## src/hw/rtl/odp_pkg.sv

```systemverilog
// Shared types, constants and helper functions for the ordered dither palette mapper.
// No dependencies; every other file of the block uses this package by scoped names.
`default_nettype none

package odp_pkg;

  localparam int unsigned PIX_W         = 16;
  localparam int unsigned CH_W          = 5;
  localparam int unsigned SQ_W          = 10;
  localparam int unsigned ENTRY_W       = 15;
  localparam int unsigned GROUP_ENTRIES = 4;
  localparam int unsigned NUM_GROUPS    = 4;
  localparam int unsigned GROUP_W       = ENTRY_W * GROUP_ENTRIES;
  localparam int unsigned MAX_ENTRIES   = NUM_GROUPS * GROUP_ENTRIES;
  localparam int unsigned IDX_W         = 4;
  localparam int unsigned DIST_W        = 12;
  localparam int unsigned CFG_IDX_W     = 3;
  localparam int unsigned CFG_DATA_W    = GROUP_W;

  typedef logic [DIST_W-1:0] dist_t;

  // Larger than any real distance (3 * 31 * 31 = 2883), so never strictly better.
  localparam dist_t DIST_NONE = '1;

  typedef enum logic [CFG_IDX_W-1:0] {
    REG_DITHER_ENABLE = 3'd0,
    REG_PALETTE_A     = 3'd1,
    REG_PALETTE_B     = 3'd2,
    REG_PALETTE_C     = 3'd3,
    REG_PALETTE_D     = 3'd4
  } cfg_reg_e;

  // Same bit order as a packed palette entry: red 14..10, green 9..5, blue 4..0.
  typedef struct packed {
    logic [CH_W-1:0] red;
    logic [CH_W-1:0] green;
    logic [CH_W-1:0] blue;
  } rgb_t;

  // Tournament node: best entry of a segment and the running best just before it.
  typedef struct packed {
    dist_t            best_dist;
    logic [IDX_W-1:0] idx;
    logic             has_prev;
    dist_t            prev_dist;
    logic [IDX_W-1:0] prev_idx;
  } node_t;

  // 4x4 Bayer offset, rank already folded in (rank 0 -> -3 ... rank 15 -> +3).
  function automatic logic signed [2:0] bayer_offset(input logic [1:0] row,
                                                     input logic [1:0] col);
    logic signed [2:0] off;
    case ({row, col})
      4'h0:    off = -3'sd3;  // rank 0
      4'h1:    off =  3'sd0;  // rank 8
      4'h2:    off = -3'sd2;  // rank 2
      4'h3:    off =  3'sd0;  // rank 10
      4'h4:    off =  3'sd1;  // rank 12
      4'h5:    off = -3'sd1;  // rank 4
      4'h6:    off =  3'sd2;  // rank 14
      4'h7:    off =  3'sd0;  // rank 6
      4'h8:    off = -3'sd2;  // rank 3
      4'h9:    off =  3'sd1;  // rank 11
      4'hA:    off = -3'sd3;  // rank 1
      4'hB:    off =  3'sd0;  // rank 9
      4'hC:    off =  3'sd3;  // rank 15
      4'hD:    off =  3'sd0;  // rank 7
      4'hE:    off =  3'sd2;  // rank 13
      4'hF:    off = -3'sd1;  // rank 5
      default: off =  3'sd0;
    endcase
    return off;
  endfunction

  function automatic logic [CH_W-1:0] dither_channel(input logic [CH_W-1:0] ch,
                                                     input logic signed [2:0] off);
    logic signed [CH_W+1:0] sum;
    logic [CH_W-1:0]        res;
    sum = $signed({2'b00, ch}) + $signed({{(CH_W-1){off[2]}}, off});
    if (sum[CH_W+1]) begin
      res = '0;
    end else if (sum[CH_W]) begin
      res = '1;
    end else begin
      res = sum[CH_W-1:0];
    end
    return res;
  endfunction

  function automatic logic [SQ_W-1:0] sq_diff(input logic [CH_W-1:0] a,
                                              input logic [CH_W-1:0] b);
    logic [CH_W-1:0] d;
    logic [SQ_W-1:0] dw;
    d  = (a > b) ? (a - b) : (b - a);
    dw = {{(SQ_W-CH_W){1'b0}}, d};
    return dw * dw;
  endfunction

  // lo covers the lower indices; hi wins only when strictly smaller.
  function automatic node_t combine_nodes(input node_t lo, input node_t hi);
    node_t res;
    res = lo;
    if (hi.best_dist < lo.best_dist) begin
      res.best_dist = hi.best_dist;
      res.idx       = hi.idx;
      res.has_prev  = 1'b1;
      if (hi.has_prev && (hi.prev_dist < lo.best_dist)) begin
        res.prev_dist = hi.prev_dist;
        res.prev_idx  = hi.prev_idx;
      end else begin
        res.prev_dist = lo.best_dist;
        res.prev_idx  = lo.idx;
      end
    end
    return res;
  endfunction

endpackage

`default_nettype wire

```

## src/hw/rtl/odp_if.sv

```systemverilog
// Valid/ready channel interfaces of the ordered dither palette mapper.
// Depends on odp_pkg for payload widths.
`default_nettype none

interface odp_in_if;
  logic                        valid;
  logic                        ready;
  logic [odp_pkg::PIX_W-1:0]   pixel;
  logic [1:0]                  column_phase;
  logic [1:0]                  row_phase;

  modport source (output valid, pixel, column_phase, row_phase, input ready);
  modport sink   (input valid, pixel, column_phase, row_phase, output ready);
endinterface

interface odp_out_if;
  logic                        valid;
  logic                        ready;
  logic [odp_pkg::IDX_W-1:0]   palette_index;

  modport source (output valid, palette_index, input ready);
  modport sink   (input valid, palette_index, output ready);
endinterface

interface odp_cfg_if;
  logic                           valid;
  logic                           ready;
  logic [odp_pkg::CFG_IDX_W-1:0]  index;
  logic [odp_pkg::CFG_DATA_W-1:0] data;

  modport source (output valid, index, data, input ready);
  modport sink   (input valid, index, data, output ready);
endinterface

`default_nettype wire

```

## src/hw/rtl/odp_dither.sv

```systemverilog
// First pipeline stage: unpack the pixel, add the Bayer offset when dithering is enabled and clamp each channel.
// Depends on odp_pkg.
`default_nettype none

module odp_dither (
  input  wire                        clk_i,
  input  wire                        rst_ni,
  input  wire                        valid_i,
  output logic                       ready_o,
  input  wire [odp_pkg::PIX_W-1:0]   pixel_i,
  input  wire [1:0]                  column_phase_i,
  input  wire [1:0]                  row_phase_i,
  input  wire                        dither_enable_i,
  output logic                       valid_o,
  input  wire                        ready_i,
  output odp_pkg::rgb_t              color_o
);

  logic              valid_q;
  odp_pkg::rgb_t     color_d, color_q;
  logic signed [2:0] off;

  assign ready_o = !valid_q || ready_i;

  always_comb begin
    off = dither_enable_i ? odp_pkg::bayer_offset(row_phase_i, column_phase_i) : 3'sd0;
    color_d.red   = odp_pkg::dither_channel(pixel_i[15:11], off);
    color_d.green = odp_pkg::dither_channel(pixel_i[10:6], off);
    color_d.blue  = odp_pkg::dither_channel(pixel_i[4:0], off);
  end

  always_ff @(posedge clk_i or negedge rst_ni) begin
    if (!rst_ni) begin
      valid_q <= 1'b0;
    end else if (ready_o) begin
      valid_q <= valid_i;
    end
  end

  always_ff @(posedge clk_i) begin
    if (ready_o && valid_i) begin
      color_q <= color_d;
    end
  end

  assign valid_o = valid_q;
  assign color_o = color_q;

endmodule

`default_nettype wire

```

## src/hw/rtl/odp_dist.sv

```systemverilog
// Second pipeline stage: squared distance from the color to every palette entry.
// Depends on odp_pkg.
`default_nettype none

module odp_dist #(
  parameter int unsigned PALETTE_ENTRIES = 16
) (
  input  wire                                                   clk_i,
  input  wire                                                   rst_ni,
  input  wire                                                   valid_i,
  output logic                                                  ready_o,
  input  odp_pkg::rgb_t                                         color_i,
  input  wire [odp_pkg::MAX_ENTRIES-1:0][odp_pkg::ENTRY_W-1:0]  entries_i,
  output logic                                                  valid_o,
  input  wire                                                   ready_i,
  output odp_pkg::dist_t [odp_pkg::MAX_ENTRIES-1:0]             dist_o
);

  logic                                          valid_q;
  odp_pkg::dist_t [odp_pkg::MAX_ENTRIES-1:0]     dist_d, dist_q;

  assign ready_o = !valid_q || ready_i;

  always_comb begin
    for (int k = 0; k < odp_pkg::MAX_ENTRIES; k++) begin
      odp_pkg::rgb_t ent;
      ent = entries_i[k];
      if (k < PALETTE_ENTRIES) begin
        dist_d[k] = odp_pkg::dist_t'(odp_pkg::sq_diff(color_i.red, ent.red))
                  + odp_pkg::dist_t'(odp_pkg::sq_diff(color_i.green, ent.green))
                  + odp_pkg::dist_t'(odp_pkg::sq_diff(color_i.blue, ent.blue));
      end else begin
        dist_d[k] = odp_pkg::DIST_NONE;
      end
    end
  end

  always_ff @(posedge clk_i or negedge rst_ni) begin
    if (!rst_ni) begin
      valid_q <= 1'b0;
    end else if (ready_o) begin
      valid_q <= valid_i;
    end
  end

  always_ff @(posedge clk_i) begin
    if (ready_o && valid_i) begin
      dist_q <= dist_d;
    end
  end

  assign valid_o = valid_q;
  assign dist_o  = dist_q;

endmodule

`default_nettype wire

```

## src/hw/rtl/odp_tree.sv

```systemverilog
// Third and fourth pipeline stages: registered tournament tree over the distances,
// two levels per stage, giving the first minimum and the running best before it.
// Depends on odp_pkg.
`default_nettype none

module odp_tree (
  input  wire                                        clk_i,
  input  wire                                        rst_ni,
  input  wire                                        valid_i,
  output logic                                       ready_o,
  input  odp_pkg::dist_t [odp_pkg::MAX_ENTRIES-1:0]  dist_i,
  output logic                                       valid_o,
  input  wire                                        ready_i,
  output odp_pkg::node_t                             root_o
);

  localparam int unsigned L1_N  = odp_pkg::MAX_ENTRIES / 2;
  localparam int unsigned MID_N = odp_pkg::MAX_ENTRIES / 4;

  odp_pkg::node_t [odp_pkg::MAX_ENTRIES-1:0] leaf;
  odp_pkg::node_t [L1_N-1:0]                 lvl1;
  odp_pkg::node_t [MID_N-1:0]                mid_d, mid_q;
  odp_pkg::node_t [1:0]                      lvl3;
  odp_pkg::node_t                            root_d, root_q;
  logic                                      mid_valid_q, root_valid_q;
  logic                                      mid_ready;

  // Upper stage first: it sets whether the middle register may advance.
  assign mid_ready = !root_valid_q || ready_i;
  assign ready_o   = !mid_valid_q || mid_ready;

  always_comb begin
    for (int k = 0; k < odp_pkg::MAX_ENTRIES; k++) begin
      leaf[k].best_dist = dist_i[k];
      leaf[k].idx       = odp_pkg::IDX_W'(k);
      leaf[k].has_prev  = 1'b0;
      leaf[k].prev_dist = dist_i[k];
      leaf[k].prev_idx  = odp_pkg::IDX_W'(k);
    end
    for (int k = 0; k < L1_N; k++) begin
      lvl1[k] = odp_pkg::combine_nodes(leaf[2*k], leaf[2*k+1]);
    end
    for (int k = 0; k < MID_N; k++) begin
      mid_d[k] = odp_pkg::combine_nodes(lvl1[2*k], lvl1[2*k+1]);
    end
  end

  always_comb begin
    lvl3[0] = odp_pkg::combine_nodes(mid_q[0], mid_q[1]);
    lvl3[1] = odp_pkg::combine_nodes(mid_q[2], mid_q[3]);
    root_d  = odp_pkg::combine_nodes(lvl3[0], lvl3[1]);
  end

  always_ff @(posedge clk_i or negedge rst_ni) begin
    if (!rst_ni) begin
      mid_valid_q  <= 1'b0;
      root_valid_q <= 1'b0;
    end else begin
      if (ready_o) begin
        mid_valid_q <= valid_i;
      end
      if (mid_ready) begin
        root_valid_q <= mid_valid_q;
      end
    end
  end

  always_ff @(posedge clk_i) begin
    if (ready_o && valid_i) begin
      mid_q <= mid_d;
    end
    if (mid_ready && mid_valid_q) begin
      root_q <= root_d;
    end
  end

  assign valid_o = root_valid_q;
  assign root_o  = root_q;

endmodule

`default_nettype wire

```

## src/hw/rtl/ordered_dither_palette_map_core.sv

```systemverilog
// Top level of the ordered dither palette mapper: configuration registers, the
// pipeline stages and the grey-avoidance output stage. Depends on odp_pkg, odp_if,
// odp_dither, odp_dist and odp_tree.
//
//   channel  | dir | payload                                 | accepted when
//   ---------+-----+-----------------------------------------+-------------------------
//   in_i     | in  | pixel[15:0], column_phase, row_phase    | in_i.valid & in_i.ready
//   out_o    | out | palette_index[3:0]                      | out_o.valid & out_o.ready
//   cfg_i    | in  | index[2:0], data[59:0]                  | cfg_i.valid (always ready)
//
// One item per cycle sustained while out_o is ready; each item passes five register
// stages (dither, distances, two tree stages, grey check) before its index is
// offered on out_o.
// Every stage carries its own valid bit and loads whenever it is empty or the
// stage after it moves, so bubbles close up and a stall at out_o holds all data.
// Reset clears the valid bits, dither_enable and the palette to zero.
// Configuration writes complete in the cycle they are presented.
`default_nettype none

module ordered_dither_palette_map_core #(
  parameter int unsigned PALETTE_ENTRIES = 16
) (
  input  wire         clk_i,
  input  wire         rst_ni,
  odp_in_if.sink      in_i,
  odp_out_if.source   out_o,
  odp_cfg_if.sink     cfg_i
);

  // ---------------------------------------------------------------------------
  // Configuration registers
  // ---------------------------------------------------------------------------
  logic                                                   dither_enable_q;
  logic [odp_pkg::NUM_GROUPS-1:0][odp_pkg::GROUP_W-1:0]   palette_q;

  assign cfg_i.ready = 1'b1;

  always_ff @(posedge clk_i or negedge rst_ni) begin
    if (!rst_ni) begin
      dither_enable_q <= 1'b0;
      palette_q       <= '0;
    end else if (cfg_i.valid) begin
      case (cfg_i.index)
        odp_pkg::REG_DITHER_ENABLE: dither_enable_q <= cfg_i.data[0];
        odp_pkg::REG_PALETTE_A:     palette_q[0]    <= cfg_i.data;
        odp_pkg::REG_PALETTE_B:     palette_q[1]    <= cfg_i.data;
        odp_pkg::REG_PALETTE_C:     palette_q[2]    <= cfg_i.data;
        odp_pkg::REG_PALETTE_D:     palette_q[3]    <= cfg_i.data;
        default: ;  // unmapped index: drop the write
      endcase
    end
  end

  // Unpack the groups into one entry per slot and flag the grey ones.
  logic [odp_pkg::MAX_ENTRIES-1:0][odp_pkg::ENTRY_W-1:0] entries;
  logic [odp_pkg::MAX_ENTRIES-1:0]                       is_grey;

  always_comb begin
    for (int k = 0; k < odp_pkg::MAX_ENTRIES; k++) begin
      odp_pkg::rgb_t ent;
      ent = palette_q[k / odp_pkg::GROUP_ENTRIES]
                     [(k % odp_pkg::GROUP_ENTRIES) * odp_pkg::ENTRY_W +: odp_pkg::ENTRY_W];
      entries[k] = ent;
      is_grey[k] = (ent.red == ent.green) && (ent.red == ent.blue);
    end
  end

  // ---------------------------------------------------------------------------
  // Stage 1: dither and clamp
  // ---------------------------------------------------------------------------
  logic          s1_valid, s1_ready;
  odp_pkg::rgb_t s1_color;

  odp_dither u_dither (
    .clk_i          (clk_i),
    .rst_ni         (rst_ni),
    .valid_i        (in_i.valid),
    .ready_o        (in_i.ready),
    .pixel_i        (in_i.pixel),
    .column_phase_i (in_i.column_phase),
    .row_phase_i    (in_i.row_phase),
    .dither_enable_i(dither_enable_q),
    .valid_o        (s1_valid),
    .ready_i        (s1_ready),
    .color_o        (s1_color)
  );

  // ---------------------------------------------------------------------------
  // Stage 2: squared distance to each palette entry
  // ---------------------------------------------------------------------------
  logic                                       s2_valid, s2_ready;
  odp_pkg::dist_t [odp_pkg::MAX_ENTRIES-1:0]  s2_dist;

  odp_dist #(
    .PALETTE_ENTRIES(PALETTE_ENTRIES)
  ) u_dist (
    .clk_i    (clk_i),
    .rst_ni   (rst_ni),
    .valid_i  (s1_valid),
    .ready_o  (s1_ready),
    .color_i  (s1_color),
    .entries_i(entries),
    .valid_o  (s2_valid),
    .ready_i  (s2_ready),
    .dist_o   (s2_dist)
  );

  // ---------------------------------------------------------------------------
  // Stages 3 and 4: tournament tree
  // ---------------------------------------------------------------------------
  logic           tree_valid, tree_ready;
  odp_pkg::node_t tree_root;

  odp_tree u_tree (
    .clk_i  (clk_i),
    .rst_ni (rst_ni),
    .valid_i(s2_valid),
    .ready_o(s2_ready),
    .dist_i (s2_dist),
    .valid_o(tree_valid),
    .ready_i(tree_ready),
    .root_o (tree_root)
  );

  // ---------------------------------------------------------------------------
  // Stage 5: grey avoidance and output register
  // ---------------------------------------------------------------------------
  // The previous best is entry 0 when entry 0 itself is the winner. Fall back to
  // it when the match is not exact and the winner is grey but the previous best
  // is not.
  logic                        out_valid_q;
  logic [odp_pkg::IDX_W-1:0]   out_index_d, out_index_q;
  logic [odp_pkg::IDX_W-1:0]   prev_idx;

  assign tree_ready = !out_valid_q || out_o.ready;

  always_comb begin
    prev_idx    = tree_root.has_prev ? tree_root.prev_idx : '0;
    out_index_d = tree_root.idx;
    if ((tree_root.best_dist != '0) && (tree_root.idx != prev_idx)
        && is_grey[tree_root.idx] && !is_grey[prev_idx]) begin
      out_index_d = prev_idx;
    end
  end

  always_ff @(posedge clk_i or negedge rst_ni) begin
    if (!rst_ni) begin
      out_valid_q <= 1'b0;
    end else if (tree_ready) begin
      out_valid_q <= tree_valid;
    end
  end

  always_ff @(posedge clk_i) begin
    if (tree_ready && tree_valid) begin
      out_index_q <= out_index_d;
    end
  end

  assign out_o.valid         = out_valid_q;
  assign out_o.palette_index = out_index_q;

  // ---------------------------------------------------------------------------
  // Assertions
  // ---------------------------------------------------------------------------
  // The chosen entry always lies within the configured palette.
  a_index_in_range: assert property (@(posedge clk_i) disable iff (!rst_ni)
    out_o.valid |-> (32'(out_o.palette_index) < PALETTE_ENTRIES))
    else $error("palette_index beyond PALETTE_ENTRIES");

  // The running best before the winner always has a lower index.
  a_prev_below_best: assert property (@(posedge clk_i) disable iff (!rst_ni)
    (tree_valid && tree_root.has_prev) |-> (tree_root.prev_idx < tree_root.idx))
    else $error("previous best not below winner");

  // An exact match is never replaced by the grey fallback.
  a_exact_kept: assert property (@(posedge clk_i) disable iff (!rst_ni)
    (tree_valid && tree_ready && (tree_root.best_dist == '0))
      |=> (out_o.palette_index == $past(tree_root.idx)))
    else $error("exact match replaced");

endmodule

`default_nettype wire
```

## src/flat_wrapper.sv

```systemverilog
// flat-port wrapper written by rule: the top's interface ports become plain ports
module ordered_dither_palette_map_core_flat 
#(
  parameter int unsigned PALETTE_ENTRIES = 16
)
  (clk_i, rst_ni, in_i_valid, in_i_pixel, in_i_column_phase, in_i_row_phase, in_i_ready, out_o_valid, out_o_palette_index, out_o_ready, cfg_i_valid, cfg_i_index, cfg_i_data, cfg_i_ready);
  odp_in_if in_i_i ();
  odp_out_if out_o_i ();
  odp_cfg_if cfg_i_i ();
  input  wire clk_i;
  input  wire rst_ni;
  input wire logic [$bits(in_i_i.valid)-1:0] in_i_valid;
  input wire logic [$bits(in_i_i.pixel)-1:0] in_i_pixel;
  input wire logic [$bits(in_i_i.column_phase)-1:0] in_i_column_phase;
  input wire logic [$bits(in_i_i.row_phase)-1:0] in_i_row_phase;
  output wire logic [$bits(in_i_i.ready)-1:0] in_i_ready;
  output wire logic [$bits(out_o_i.valid)-1:0] out_o_valid;
  output wire logic [$bits(out_o_i.palette_index)-1:0] out_o_palette_index;
  input wire logic [$bits(out_o_i.ready)-1:0] out_o_ready;
  input wire logic [$bits(cfg_i_i.valid)-1:0] cfg_i_valid;
  input wire logic [$bits(cfg_i_i.index)-1:0] cfg_i_index;
  input wire logic [$bits(cfg_i_i.data)-1:0] cfg_i_data;
  output wire logic [$bits(cfg_i_i.ready)-1:0] cfg_i_ready;
  assign in_i_i.valid = in_i_valid;
  assign in_i_i.pixel = in_i_pixel;
  assign in_i_i.column_phase = in_i_column_phase;
  assign in_i_i.row_phase = in_i_row_phase;
  assign in_i_ready = in_i_i.ready;
  assign out_o_valid = out_o_i.valid;
  assign out_o_palette_index = out_o_i.palette_index;
  assign out_o_i.ready = out_o_ready;
  assign cfg_i_i.valid = cfg_i_valid;
  assign cfg_i_i.index = cfg_i_index;
  assign cfg_i_i.data = cfg_i_data;
  assign cfg_i_ready = cfg_i_i.ready;
  ordered_dither_palette_map_core #(.PALETTE_ENTRIES(PALETTE_ENTRIES)) u_core (.clk_i(clk_i), .rst_ni(rst_ni), .in_i(in_i_i), .out_o(out_o_i), .cfg_i(cfg_i_i));
endmodule
```

## config.mk

```make
export PLATFORM = sky130hd
export DESIGN_NAME = ordered_dither_palette_map_core_flat
export DESIGN_NICKNAME = d
export VERILOG_FILES = /design/src/hw/rtl/odp_pkg.sv /design/src/hw/rtl/odp_if.sv /design/src/hw/rtl/odp_dither.sv /design/src/hw/rtl/odp_dist.sv /design/src/hw/rtl/odp_tree.sv /design/src/hw/rtl/ordered_dither_palette_map_core.sv /design/src/flat_wrapper.sv
export SDC_FILE = /design/constraint.sdc
export NUM_CORES = 2
export LEC_CHECK = 0
export ABC_AREA = 1
export BUFFER_PORTS_ARGS = -buffer_cell sky130_fd_sc_hd__buf_2
export CAP_MARGIN = 20
export CORE_UTILIZATION = 40
export CTS_CLUSTER_DIAMETER = 120
export DETAILED_ROUTE_END_ITERATION = 10
export SLEW_MARGIN = 20
export SYNTH_ARGS = -nofsm -noshare
export SYNTH_HDL_FRONTEND = slang
export SYNTH_HIERARCHICAL = 1
export SYNTH_SLANG_ARGS = --single-unit
export TNS_END_PERCENT = 5
```

## constraint.sdc

```tcl
create_clock -name clk_i -period 14.8 [get_ports clk_i]
set_input_delay 1.48 -clock clk_i [delete_from_list [all_inputs] [get_ports clk_i]]
set_output_delay 1.48 -clock clk_i [all_outputs]
set_load 0.05 [all_outputs]
```

## Yosys cells after proc, flatten, opt, wreduce, memory -nomap -nowiden

Memories as Yosys holds them, arrays and structs flattened.
Index checks and enable logic that the tools add are counted.

| storage, ports and cells | value |
|---|---|
| register bits | 610 |
| memory bits (read-only) | 48 |
| input bits | 88 |
| output and inout bits | 7 |
| word-level logic and storage cells | 473 |
| memories | 1 |

| cells by class | value |
|---|---|
| $add $sub $neg | 131 |
| multiply operators | 48 |
| $lt $le $gt $ge | 72 |
| equality and inequality tests | 37 |
| multiplexer cells | 80 |
| reductions and logical operators | 50 |

Memories:

| memory | depth | bits a word | read ports | clocked after Yosys merged registers in | write ports | line | text |
|---|---|---|---|---|---|---|---|
| (name not given) | 16 | 3 | 1 | 0 | 0 | odp_pkg.sv:53 | `case ({row, col})` |

Operator list:

| cell | number |
|---|---|
| 2-to-1 mux 33 bit | 15 |
| multiplier 5 x 5 -> 10 bit | 48 |
| subtractor 5 bit | 96 |
| less-than comparator 12 bit | 22 |
| 2-to-1 mux 5 bit | 51 |
| greater-than comparator 5 bit | 48 |
| adder 11 x 10 -> 12 bit | 16 |
| adder 10 x 10 -> 11 bit | 16 |
| == test 5 bit | 32 |
| 2-to-1 mux 16 bit | 7 |
| logical AND 1 bit | 31 |
| adder 6 x 3 -> 7 bit | 3 |
| nonzero test 12 bit | 1 |
| less-than comparator 4 x 5 -> 1 bit, second input constant | 2 |
| AND reduction 2 bit | 5 |
| binary-select mux 1 bit (select 4 bit) | 2 |
| 2-to-1 mux 4 bit | 2 |
| == test 3 x 2 -> 1 bit, second input constant | 2 |
| logical NOT 1 bit | 6 |
| logical OR 1 bit | 5 |
| inequality test 4 bit | 1 |
| == test 3 x 1 -> 1 bit, second input constant | 1 |
| == test 3 bit, second input constant | 1 |
| logical NOT 3 bit | 1 |
| other kinds (3) | 4 |

## Depth between registers and ports, before layout

| logic depth | value |
|---|---|
| depth after elaboration | 8 |
| gate-level depth with buffers | 32 |
| depth with buffers taken out | 31 |

## Hierarchy

Netlist, hierarchy kept.

Modules (own cells, without submodules):

| module | instances | cells each | area each (um2) |
|---|---|---|---|
| odp_dist | 1 | 7,175 | 57,258.7 |
| odp_tree | 1 | 2,128 | 15,249.6 |
| ordered_dither_palette_map_core | 1 | 1,417 | 11,456.0 |
| odp_dither | 1 | 216 | 1,836.8 |

## Worst setup path after synthesis

No wires, ideal clock.

| timing path | value |
|---|---|
| path kind | input to register |
| from | in out_o_ready |
| to | reg u_core.u_dist.dist_q (netlist bit u_core/u_dist/dist_o[0]) (enable) |
| setup time | 807 ps |
| arrival time | 11,007 ps |
| setup slack | 2,986 ps |
| stages | 6 |
| path buffers | 0 |
| cells stage by stage | inv_1 nand2_1 inv_1 nand3_1 inv_1 a21oi_1 |

| on the way | value |
|---|---|
| word-level cells in the longest chain between the ends | 5 |

RTL lines:

| what | line | text |
|---|---|---|
| from (decl) | flat_wrapper.sv:19 | `input wire logic [$bits(out_o_i.ready)-1:0] out_o_ready;` |
| logical OR 1 bit | ordered_dither_palette_map_core.sv:135 | `assign tree_ready = !out_valid_q \|\| out_o.ready;` |
| net u_core.tree_ready | ordered_dither_palette_map_core.sv:111 | `logic tree_valid, tree_ready;` |
| logical OR 1 bit | odp_tree.sv:29 | `assign mid_ready = !root_valid_q \|\| ready_i;` |
| logical OR 1 bit | odp_tree.sv:30 | `assign ready_o = !mid_valid_q \|\| mid_ready;` |
| net u_core.s2_ready | ordered_dither_palette_map_core.sv:91 | `logic s2_valid, s2_ready;` |
| logical OR 1 bit | odp_dist.sv:22 | `assign ready_o = !valid_q \|\| ready_i;` |
| logical AND 1 bit | odp_dist.sv:47 | `if (ready_o && valid_i) begin` |
| to (signal assigned) | odp_dist.sv:48 | `dist_q <= dist_d;` |
| to (decl) | odp_dist.sv:20 | `odp_pkg::dist_t [odp_pkg::MAX_ENTRIES-1:0] dist_d, dist_q;` |

The timed path passes the listed nets, and every way through them passes these cells.
A chain may end at the register's enable or synchronous reset.

==> qor.yml <==
drt:
  drt_iter0_drc: 5269
  first_pass_iters: 6
  routed_wl_um: 249200
  drtAntennaViolNets: 0
  vias: 68450
  via_per_inst: 5.035
  drc_errors: 0
  wl_per_cell_um: 18.33
clocking:
  post_cts_buffers: 0
  cts.sinks: 582
  cts_tree: "built"
  cts_buffers: 73
  worstSkewPairLatency_ns: 0.69
  cts_resized: 0
  hold_buffers: 0
  clockRootBuffer: "clkbuf_16"
  clk_pin_slew_ns: 0.06
  cts.path.max_buffers: 3
  cts.htree.levels: 3
floorplanning:
  ioPinCount: 95
  core_area_um2: 209400
  dieArea_um2: 212500
  die_h_um: 461.0
  num_rows: 168
  fp.dieW_um: 461.0
  start_util: 0.4025
timing:
  hold_violations: 0
  worst_pin_slew_ns: 1.200
  fin_crit_sh: 0.5441
  finalSetupViolCount: 0
  report.final.slew_viol_count: 0
  fmax_mhz: 124.2
  whs_ns: 0.4842
  max_slew_margin: 0.2003
  min_period_ns: 8.052
  setup_tns_ns: 0
  finClkSkew_ns: 0.03233
  rsz0062_at_grt: "false"
place:
  io_buffers: 92
  dpl-instance-area_um2: 87370
  hpwl_um: 199300
  gp_congestion: 0.9629
worst_setup_path:
  cp.required_ns: 15.20
  critPathKind: "flip-flop to flip-flop"
  crit_path_frequent_cell: "fa_1"
  cp.arrival_ns: 8.45
  worst_path_max_delay_cell: "buf_4"
  worstSetupEndpointType: "flip-flop"
  critPathMaxStageDelay_ns: 0.62
  start_kind: "flip-flop"
  path_max_fanout: 22
final_layout:
  final_area_um2: 89750
  nNetsFinal: 12810
  drive_gt1_frac: 0.07078
  fin_util: 0.4287
  area_growth_pct: 6.516
grt:
  top_usage_layer: "met2"
  grt_pass1_wl_um: 384400
  grt_pass1_vias: 67000
  use_met2: 0.3860
  grt-ovfl-total: 0
  antenna_found_initial: 17
  grt_max_degree: 132
  grt.met1_usage: 0.3211
  track_usage: 0.2365
  grt_use_met3: 0.03049
status:
  status: "completed"
yosys:
  synth_fp_nets: 12800
  syn_area_per_cell_um2: 7.864
  syn_inst: 10720
  yosysWarningCount: 6
  syn-cell-area_um2: 84260
job:
  max_cap_violations: 0
worst_hold_path:
  hold_class: "flip-flop to flip-flop"
## final cells by class
cell class	count	area (um^2)
fill	21120	119600
clock inverter	40	366.6
tap	2805	3510
inverter	2415	9072
clock buffer	91	1988
timing repair buffer	140	843.3
antenna	11	27.53
multi-input combinational	7512	57700
sequential	582	16250
## stage by stage
step,std cells,setup slack [ns]
after global placement,13450,6.850
final,13600,6.748
after floorplan,10720,2.986
after CTS,13590,6.733
after detailed placement,13450,6.794
after global routing,13590,6.274
## worst max-delay path, delay by kind of cell (launching register included)
kind	cells	cell delay, ns
buf+inv	7	1.55
fa+ha+maj	8	4.04
flops	1	0.40
compound gates	3	0.59
xor+xnor	1	0.15
simple gates	9	0.92
## cells in the final DEF, fill, tap and decap left out, types with 145 or more instances in the layout
cell and n:
nand2_1 2377, inv_1 2333, ha_1 1250, fa_1 746, nand3_1 578, nor2_1 575, o21ai_0 456, a21oi_1 338
edfxtp_1 336, dfrtp_1 246, xor2_1 219, nand2_2 183, nand4_1 145
## registers in the layout, summed over array words and instances, names as in the netlist, 4 cells and up
signal / flops
u_core/u_tree/mid_q: 104
u_core/u_dither/color_o: 15
u_core/entries: 240
u_core/out_o.palette_index: 4
u_core/u_tree/root_o: 21
u_core/u_dist/dist_o: 192
## path summary, 6_finish.rpt
check | startpoint | endpoint | slack, ns | cells after the start
setup / recovery | u_core/u_dither/color_o[6]$_SDFFCE_PP0P_ | u_core/u_dist/dist_o[129]$_DFFE_PP_ | 6.75 | 28
hold / removal | u_core/u_tree/mid_valid_q$_DFFE_PN0N_ | u_core/u_tree/valid_o$_DFFE_PN0P_ | 0.48 | 2
setup reg to reg | u_core/u_dither/color_o[6]$_SDFFCE_PP0P_ | u_core/u_dist/dist_o[129]$_DFFE_PP_ | 6.75 | 28
hold reg to reg | u_core/u_tree/mid_valid_q$_DFFE_PN0N_ | u_core/u_tree/valid_o$_DFFE_PN0P_ | 0.48 | 2
max in group asynchronous | rst_ni | u_core/entries[219]$_DFFE_PN0P_ | 12.49 | 2
min in group asynchronous | rst_ni | u_core/entries[60]$_DFFE_PN0P_ | 0.91 | 1
## layer usage
layer  vias up  wire length [um]
met4         4              8378
met2      1955            113800
li1      33320                 -
met3       346             15610
met1     32830            111400
met5         -                21
Power is not shown: default switching activity piles up to over one toggle a cycle in this logic, so the estimate is an artifact.
